===== config.mk =====
export PLATFORM = sky130hd
export DESIGN_NAME = vna_ctrl
export DESIGN_NICKNAME = d
export VERILOG_FILES = /design/src/design/vna_pkg.sv /design/src/design/vna_ctrl.sv
export SDC_FILE = /design/constraint.sdc
export NUM_CORES = 1
export LEC_CHECK = 0
export BUFFER_PORTS_ARGS = -buffer_cell sky130_fd_sc_hd__buf_2
export CORE_MARGIN = 4
export CORE_UTILIZATION = 25
export CTS_BUF_LIST = sky130_fd_sc_hd__clkbuf_16
export DETAILED_ROUTE_END_ITERATION = 8
export PLACE_DENSITY = 0.51
export SLEW_MARGIN = 20
export SYNTH_ARGS = -nofsm -noshare
export SYNTH_HDL_FRONTEND = slang
export SYNTH_SLANG_ARGS = --single-unit

===== constraint.sdc =====
create_clock -name clk_i -period 2.9 [get_ports clk_i]
set_input_delay 0.145 -clock clk_i [delete_from_list [all_inputs] [get_ports clk_i]]
set_output_delay 0.145 -clock clk_i [all_outputs]
set_load 0.01 [all_outputs]

===== src/design/vna_pkg.sv =====
`timescale 1ns / 1ps
`default_nettype none
package vna_pkg;

  localparam int NUM_VERTS   = 1024;
  localparam int IDX_W       = 10;
  localparam int VIDX_W      = $clog2(NUM_VERTS);
  localparam int MAX_CORNERS = 8;
  localparam int CIDX_W      = $clog2(MAX_CORNERS);
  localparam int CCNT_W      = $clog2(MAX_CORNERS + 1);
  localparam int COORD_W     = 16;
  localparam int EDGE_W      = COORD_W + 1;
  localparam int PROD_W      = 2 * EDGE_W;
  localparam int CROSS_W     = PROD_W + 2;
  localparam int ACC_W       = 24;
  localparam int N_W         = 16;
  localparam int Q_FRAC      = 14;
  localparam int Q_W         = Q_FRAC + 1;
  localparam int FIT_W       = 30;
  localparam int SQ1_W       = 2 * FIT_W;
  localparam int SQ_W        = SQ1_W + 2;
  localparam int RT_W        = SQ_W + 1;
  localparam int LEN_W       = FIT_W + 1;
  localparam int NUM_W       = FIT_W + Q_FRAC + 1;
  localparam int DEN_W       = LEN_W + Q_FRAC + 1;
  localparam int CNT_W       = 8;

  localparam int POS_STEPS   = 3;
  localparam int CROSS_STEPS = 6;
  localparam int SQ_STEPS    = 3;
  localparam int SQRT_STEPS  = SQ_W / 2 + 1;
  localparam int DIV_STEPS   = Q_W;
  localparam int MIN_CORNERS = 3;

  typedef enum logic [1:0] {
    FN_WRITE  = 2'd0,
    FN_CORNER = 2'd1,
    FN_READ   = 2'd2,
    FN_NOP    = 2'd3
  } func_e;

  typedef enum logic [1:0] {
    ST_READ    = 2'd0,
    ST_APPLIED = 2'd1,
    ST_SHORT   = 2'd2,
    ST_LONG    = 2'd3
  } stat_e;

  typedef enum logic [3:0] {
    OP_NONE, OP_LATCH, OP_WRPOS, OP_CORNER, OP_ACC_RD, OP_ACC_LD, OP_POS,
    OP_EDGE, OP_CROSS, OP_FIT, OP_SQ, OP_SQRT, OP_DIV, OP_APPLY, OP_EMIT
  } op_e;

  typedef enum logic [3:0] {
    S_IDLE, S_DISP, S_ACC, S_FACE, S_POS, S_EDGE, S_CROSS, S_FIT, S_SQ,
    S_SQRT, S_DIV, S_APPLY, S_EMIT
  } state_e;

  typedef struct packed {
    op_e              op;
    logic [CNT_W-1:0] cnt;
    logic [1:0]       comp;
    stat_e            stat;
    logic             zero_n;
    logic             face_clr;
  } cmd_t;

  typedef struct packed {
    func_e             func;
    logic              last;
    logic [CCNT_W-1:0] count;
    logic              overflow;
  } sts_t;

endpackage
`default_nettype wire


===== src/design/vna_ctrl.sv =====
`timescale 1ns / 1ps
`default_nettype none
module vna_ctrl (
  input  wire             clk_i,
  input  wire             rst_ni,
  input  wire             req_valid_i,
  output logic            req_ready_o,
  output logic            rsp_valid_o,
  input  wire             rsp_ready_i,
  input  vna_pkg::sts_t   sts_i,
  output vna_pkg::cmd_t   cmd_o
);
  import vna_pkg::*;

  state_e           state_q, state_d;
  logic [CNT_W-1:0] cnt_q, cnt_d;
  logic [1:0]       comp_q, comp_d;
  stat_e            stat_q, stat_d;
  logic             zero_q, zero_d;
  logic             oval_q, oval_d;
  logic             emit_ok;

  assign emit_ok = !oval_q || rsp_ready_i;

  always_ff @(posedge clk_i or negedge rst_ni) begin
    if (!rst_ni) begin
      state_q <= S_IDLE;
      cnt_q   <= '0;
      comp_q  <= '0;
      stat_q  <= ST_READ;
      zero_q  <= 1'b0;
      oval_q  <= 1'b0;
    end else begin
      state_q <= state_d;
      cnt_q   <= cnt_d;
      comp_q  <= comp_d;
      stat_q  <= stat_d;
      zero_q  <= zero_d;
      oval_q  <= oval_d;
    end
  end

  always_comb begin
    state_d      = state_q;
    cnt_d        = cnt_q;
    comp_d       = comp_q;
    stat_d       = stat_q;
    zero_d       = zero_q;
    oval_d       = oval_q && !rsp_ready_i;
    req_ready_o  = 1'b0;
    cmd_o.op       = OP_NONE;
    cmd_o.cnt      = cnt_q;
    cmd_o.comp     = comp_q;
    cmd_o.stat     = stat_q;
    cmd_o.zero_n   = zero_q;
    cmd_o.face_clr = (stat_q != ST_READ);
    unique case (state_q)
      S_IDLE: begin
        req_ready_o = 1'b1;
        if (req_valid_i) begin
          cmd_o.op = OP_LATCH;
          state_d  = S_DISP;
        end
      end
      S_DISP: begin
        unique case (sts_i.func)
          FN_WRITE: begin
            cmd_o.op = OP_WRPOS;
            state_d  = S_IDLE;
          end
          FN_CORNER: begin
            cmd_o.op = OP_CORNER;
            state_d  = sts_i.last ? S_FACE : S_IDLE;
          end
          FN_READ: begin
            cmd_o.op = OP_ACC_RD;
            stat_d   = ST_READ;
            zero_d   = 1'b0;
            state_d  = S_ACC;
          end
          default: state_d = S_IDLE;
        endcase
      end
      S_ACC: begin
        cmd_o.op = OP_ACC_LD;
        state_d  = S_FIT;
      end
      S_FACE: begin
        cnt_d = '0;
        if (sts_i.overflow) begin
          stat_d  = ST_LONG;
          zero_d  = 1'b1;
          state_d = S_EMIT;
        end else if (sts_i.count < CCNT_W'(MIN_CORNERS)) begin
          stat_d  = ST_SHORT;
          zero_d  = 1'b1;
          state_d = S_EMIT;
        end else begin
          stat_d  = ST_APPLIED;
          zero_d  = 1'b0;
          state_d = S_POS;
        end
      end
      S_POS: begin
        cmd_o.op = OP_POS;
        cnt_d    = cnt_q + 1'b1;
        if (cnt_q == CNT_W'(POS_STEPS)) begin
          cnt_d   = '0;
          state_d = S_EDGE;
        end
      end
      S_EDGE: begin
        cmd_o.op = OP_EDGE;
        state_d  = S_CROSS;
      end
      S_CROSS: begin
        cmd_o.op = OP_CROSS;
        cnt_d    = cnt_q + 1'b1;
        if (cnt_q == CNT_W'(CROSS_STEPS)) begin
          cnt_d   = '0;
          state_d = S_FIT;
        end
      end
      S_FIT: begin
        cmd_o.op = OP_FIT;
        cnt_d    = '0;
        state_d  = S_SQ;
      end
      S_SQ: begin
        cmd_o.op = OP_SQ;
        cnt_d    = cnt_q + 1'b1;
        if (cnt_q == CNT_W'(SQ_STEPS)) begin
          cnt_d   = '0;
          state_d = S_SQRT;
        end
      end
      S_SQRT: begin
        cmd_o.op = OP_SQRT;
        cnt_d    = cnt_q + 1'b1;
        if (cnt_q == CNT_W'(SQRT_STEPS)) begin
          cnt_d   = '0;
          comp_d  = '0;
          state_d = S_DIV;
        end
      end
      S_DIV: begin
        cmd_o.op = OP_DIV;
        cnt_d    = cnt_q + 1'b1;
        if (cnt_q == CNT_W'(DIV_STEPS)) begin
          cnt_d = '0;
          if (comp_q == 2'd2) begin
            state_d = (stat_q == ST_APPLIED) ? S_APPLY : S_EMIT;
          end else begin
            comp_d = comp_q + 1'b1;
          end
        end
      end
      S_APPLY: begin
        cmd_o.op = OP_APPLY;
        cnt_d    = cnt_q + 1'b1;
        if (cnt_q[0] && (cnt_q[CIDX_W:1] == CIDX_W'(sts_i.count - 1'b1))) begin
          cnt_d   = '0;
          state_d = S_EMIT;
        end
      end
      S_EMIT: begin
        if (emit_ok) begin
          cmd_o.op = OP_EMIT;
          oval_d   = 1'b1;
          state_d  = S_IDLE;
        end
      end
      default: state_d = S_IDLE;
    endcase
  end

  assign rsp_valid_o = oval_q;

  // an accepted request is dispatched in the next cycle
  a_accept_disp: assert property (@(posedge clk_i) disable iff (!rst_ni)
    req_valid_i && req_ready_o |=> state_q == S_DISP)
    else $error("accepted request not dispatched");

  // face normals are only added into the accumulators for a face that qualifies
  a_apply_ok: assert property (@(posedge clk_i) disable iff (!rst_ni)
    state_q == S_APPLY |-> !sts_i.overflow && sts_i.count >= CCNT_W'(MIN_CORNERS))
    else $error("apply on an unqualified face");

  // a result is loaded into the output register only when it is free or its response is taken in that cycle
  a_emit_load: assert property (@(posedge clk_i) disable iff (!rst_ni)
    cmd_o.op == OP_EMIT |=> rsp_valid_o && state_q == S_IDLE)
    else $error("emit did not present a response");

endmodule
`default_nettype wire


==> impl_metrics.py <==
metrics = {
    "worst_setup_path": {
        "crit_fanout": 17,
        "cp_data_arrival_time_ps": 2360,
        "critical_path_required_ps": 3040,
        "worstSetupEndpointType": "flip-flop",
        "cp-start-kind": "flip-flop",
        "critPathKind": "reg2reg",
    },
    "logic_synthesis": {
        "synth.top_cells.by_area": "dfrtp_1 (27%), ha_1 (8.8%), nand2_1 (5.5%)",
        "netlist_area_um2": 1560,
        "syn_nets": 215,
        "netlist-cell-type-count": 50,
        "synth_mux_area_frac": 0.0288,
        "synth_most_common_cell": "nand2_1",
        "synth-xor-area-share": 0.0368,
        "synth.ff_latch_count": 17,
        "synth_compound_area_frac": 0.239,
        "synthTopCellsByCount": "nand2_1 (23), dfrtp_1 (17), nor2_1 (16)",
        "synth_flop_cell": "dfrtp_1",
        "async_reset_ff_frac": 1.00,
        "synth.avg_cell_area_um2": 8.15,
        "synth_edf_count": 0,
        "synth_fa_ha_area_frac": 0.0880,
        "yosys.area_share.simple": 0.257,
        "synth.top_cell.area_share": 0.272,
        "yosysWarnings": 0,
        "ys_seq_area_frac": 0.272,
        "synth_largest_area_cell": "dfrtp_1",
        "synth_top_family_by_area": "simple AND/OR/NAND/NOR gates",
        "syn_inst": 192,
    },
    "place": {
        "gp_congestion": 0.813,
        "port_buffers": 31,
        "dp_hpwl_um": 3040,
    },
    "clocking": {
        "clockRootBuffer": "clkbuf_16",
        "hold_buffers": 1,
        "cts_tree": "built",
        "clock_sinks": 17,
        "clk_pin_slew_worst_paths_ps": 50,
        "htree_levels": 1,
        "cts.path.max_buffers": 2,
        "worstSkewPairLatency_ps": 250,
        "numCtsBuffers": 3,
        "ctsResizeCount": 0,
        "postCtsSetupBuffers": 0,
    },
    "status": {
        "status": "finished clean",
    },
    "job": {
        "max_cap_violations": 0,
    },
    "die": {
        "die_w_um": 87.1,
        "coreArea_um2": 5990,
        "rows": 28,
        "ios": 32,
        "start_util": 0.261,
        "die_y_um": 87.1,
        "fp.dieArea_um2": 7590,
    },
    "layout": {
        "fill_cells": 634,
        "nNetsFinal": 243,
        "post-route-util": 0.310,
        "antennaDiodeCount": 0,
        "area_growth_syn_to_layout_pct": 18.8,
        "layout-drive-gt1-share": 0.215,
    },
    "timing": {
        "setup_violations": 0,
        "rsz0062_at_grt": "no",
        "layout_min_cycle_time_ps": 2220,
        "hold_slack_ps": 182,
        "timing.final.max_slew_violations": 0,
        "hold_viol": 0,
        "relSlewSlack": 0.623,
        "worstMarginPinSlew_ps": 565,
        "fin_crit_sh": 0.767,
        "max_freq_ghz": 0.450,
        "skew_ps": 3.78,
        "fin_setup_tns_ps": 0,
    },
    "grt": {
        "antenna_found_initial": 0,
        "grt.total_usage": 0.108,
        "grt_pass1_wl_um": 6630,
        "grt_pass1_vias": 1376,
        "grt_overflow": 0,
        "grt_max_degree": 21,
    },
    "detailed_routing": {
        "dr.first_iter.drc_count": 48,
        "vias": 1446,
        "wl_per_cell_um": 13.4,
        "routed_via_density": 4.92,
        "route.detailed.drc": 0,
        "ant_nets": 0,
        "dr.pass1.iters": 4,
        "route.final.wire_length_um": 3940,
    },
    "power_and_ir_drop": {
        "total_power_uw": 557,
        "ir_drop_mv": 0.174,
        "power_per_cell_area_nw_per_um2": 300,
        "p_leak_nw": 0.899,
    },
    "min_path": {
        "hold_class": "in2reg",
    },
}
[layer usage]
metal	global-route usage	part of all wire
met1	0.147	0.47
met2	0.170	0.46
met3	0.0284	0.059
met4	0.0251	0.0079
met5	0	0
[cells in the final DEF (no fill, tap or decap), drive strengths merged, types with 2 or more instances in the layout]
| cell | n |
|---|---|
| buf | 34 |
| nand2 | 23 |
| o21ai | 18 |
| dfrtp | 17 |
| nor2 | 16 |
| inv | 16 |
| ha | 11 |
| a21oi | 9 |
| nand2b | 5 |
| or3 | 4 |
| nand3 | 4 |
| nor3 | 4 |
| nor2b | 4 |
| o211ai | 4 |
| and2 | 3 |
| a41o | 3 |
| xor2 | 3 |
| o221ai | 3 |
| mux2i | 3 |
| clkbuf | 3 |
| nor4 | 3 |
| nand3b | 3 |
| o22ai | 2 |
| a211oi | 2 |
| or2 | 2 |
| o31ai | 2 |
| o311ai | 2 |
[kinds of logic (layout without fill, tap and decap cells)]
group | after synthesis | after routing
flip-flops | 17 | 17
AO/OA/AOI/OAI | 52 | 52
adder cells (fa/ha/maj) | 11 | 11
buffers and inverters | 27 | 54
multiplexers | 4 | 4
AND/OR/NAND/NOR | 76 | 76
XOR/XNOR | 5 | 5
[per-stage QoR]
step / cell area (um^2) / setup slack (ps) / instances
floorplan: 1560 / 922 / 192
global placement: 1770 / 755 / 289
detailed placement: 1770 / 696 / 289
CTS: 1860 / 671 / 294
global route: 1860 / 516 / 294
finish: 1860 / 676 / 294
[power breakdown]
group / internal [mW] / total [mW] / switching, mW
logic: 0.0187 / 0.0407 / 0.0220
clock network: 0.183 / 0.276 / 0.0929
registers: 0.239 / 0.240 / 0.00151
[final timing paths]
| path | startpoint | end | slack [ps] | depth (start not counted) |
|---|---|---|---|---|
| max reg2reg | state_q[2]$_DFFE_PN0P_ | state_q[1]$_DFFE_PN0P_ | 680 | 5 |
| max in group asynchronous | rst_ni | cnt_q[2]$_DFFE_PN0P_ | 2270 | 2 |
| min in group asynchronous | rst_ni | state_q[2]$_DFFE_PN0P_ | 350 | 2 |
| min reg2reg | comp_q[0]$_DFFE_PN0P_ | comp_q[0]$_DFFE_PN0P_ | 500 | 1 |
| min | sts_i[0] | stat_q[0]$_DFFE_PN0P_ | 180 | 3 |
| max | state_q[2]$_DFFE_PN0P_ | state_q[1]$_DFFE_PN0P_ | 680 | 5 |
[registers in the layout (all words and copies together) (netlist names)]
signal,cells
state_q,4
comp_q,2
cnt_q,8
stat_q,2
rsp_valid_o,1
[worst max-delay path, cell delays in order, from the launching register on]
cell	delay, ps
dfrtp_1	560
nand2b_1	330
or3_1	430
o21ai_4	290
nand3b_2	200
mux2_4	300
[cell type report]
| class | count | area [um^2] | share of cell area |
|---|---|---|---|
| multi-input combinational | 148 | 1020 | 0.547 |
| sequential | 17 | 425 | 0.229 |
| timing repair buffer | 35 | 188 | 0.101 |
| tap | 75 | 93.8 | 0.0505 |
| clock buffer | 3 | 75.1 | 0.0404 |
| inverter | 15 | 56.3 | 0.0303 |
| clock inverter | 1 | 3.75 | 0.00202 |
No activity file was read; power rests on OpenSTA's default activity.
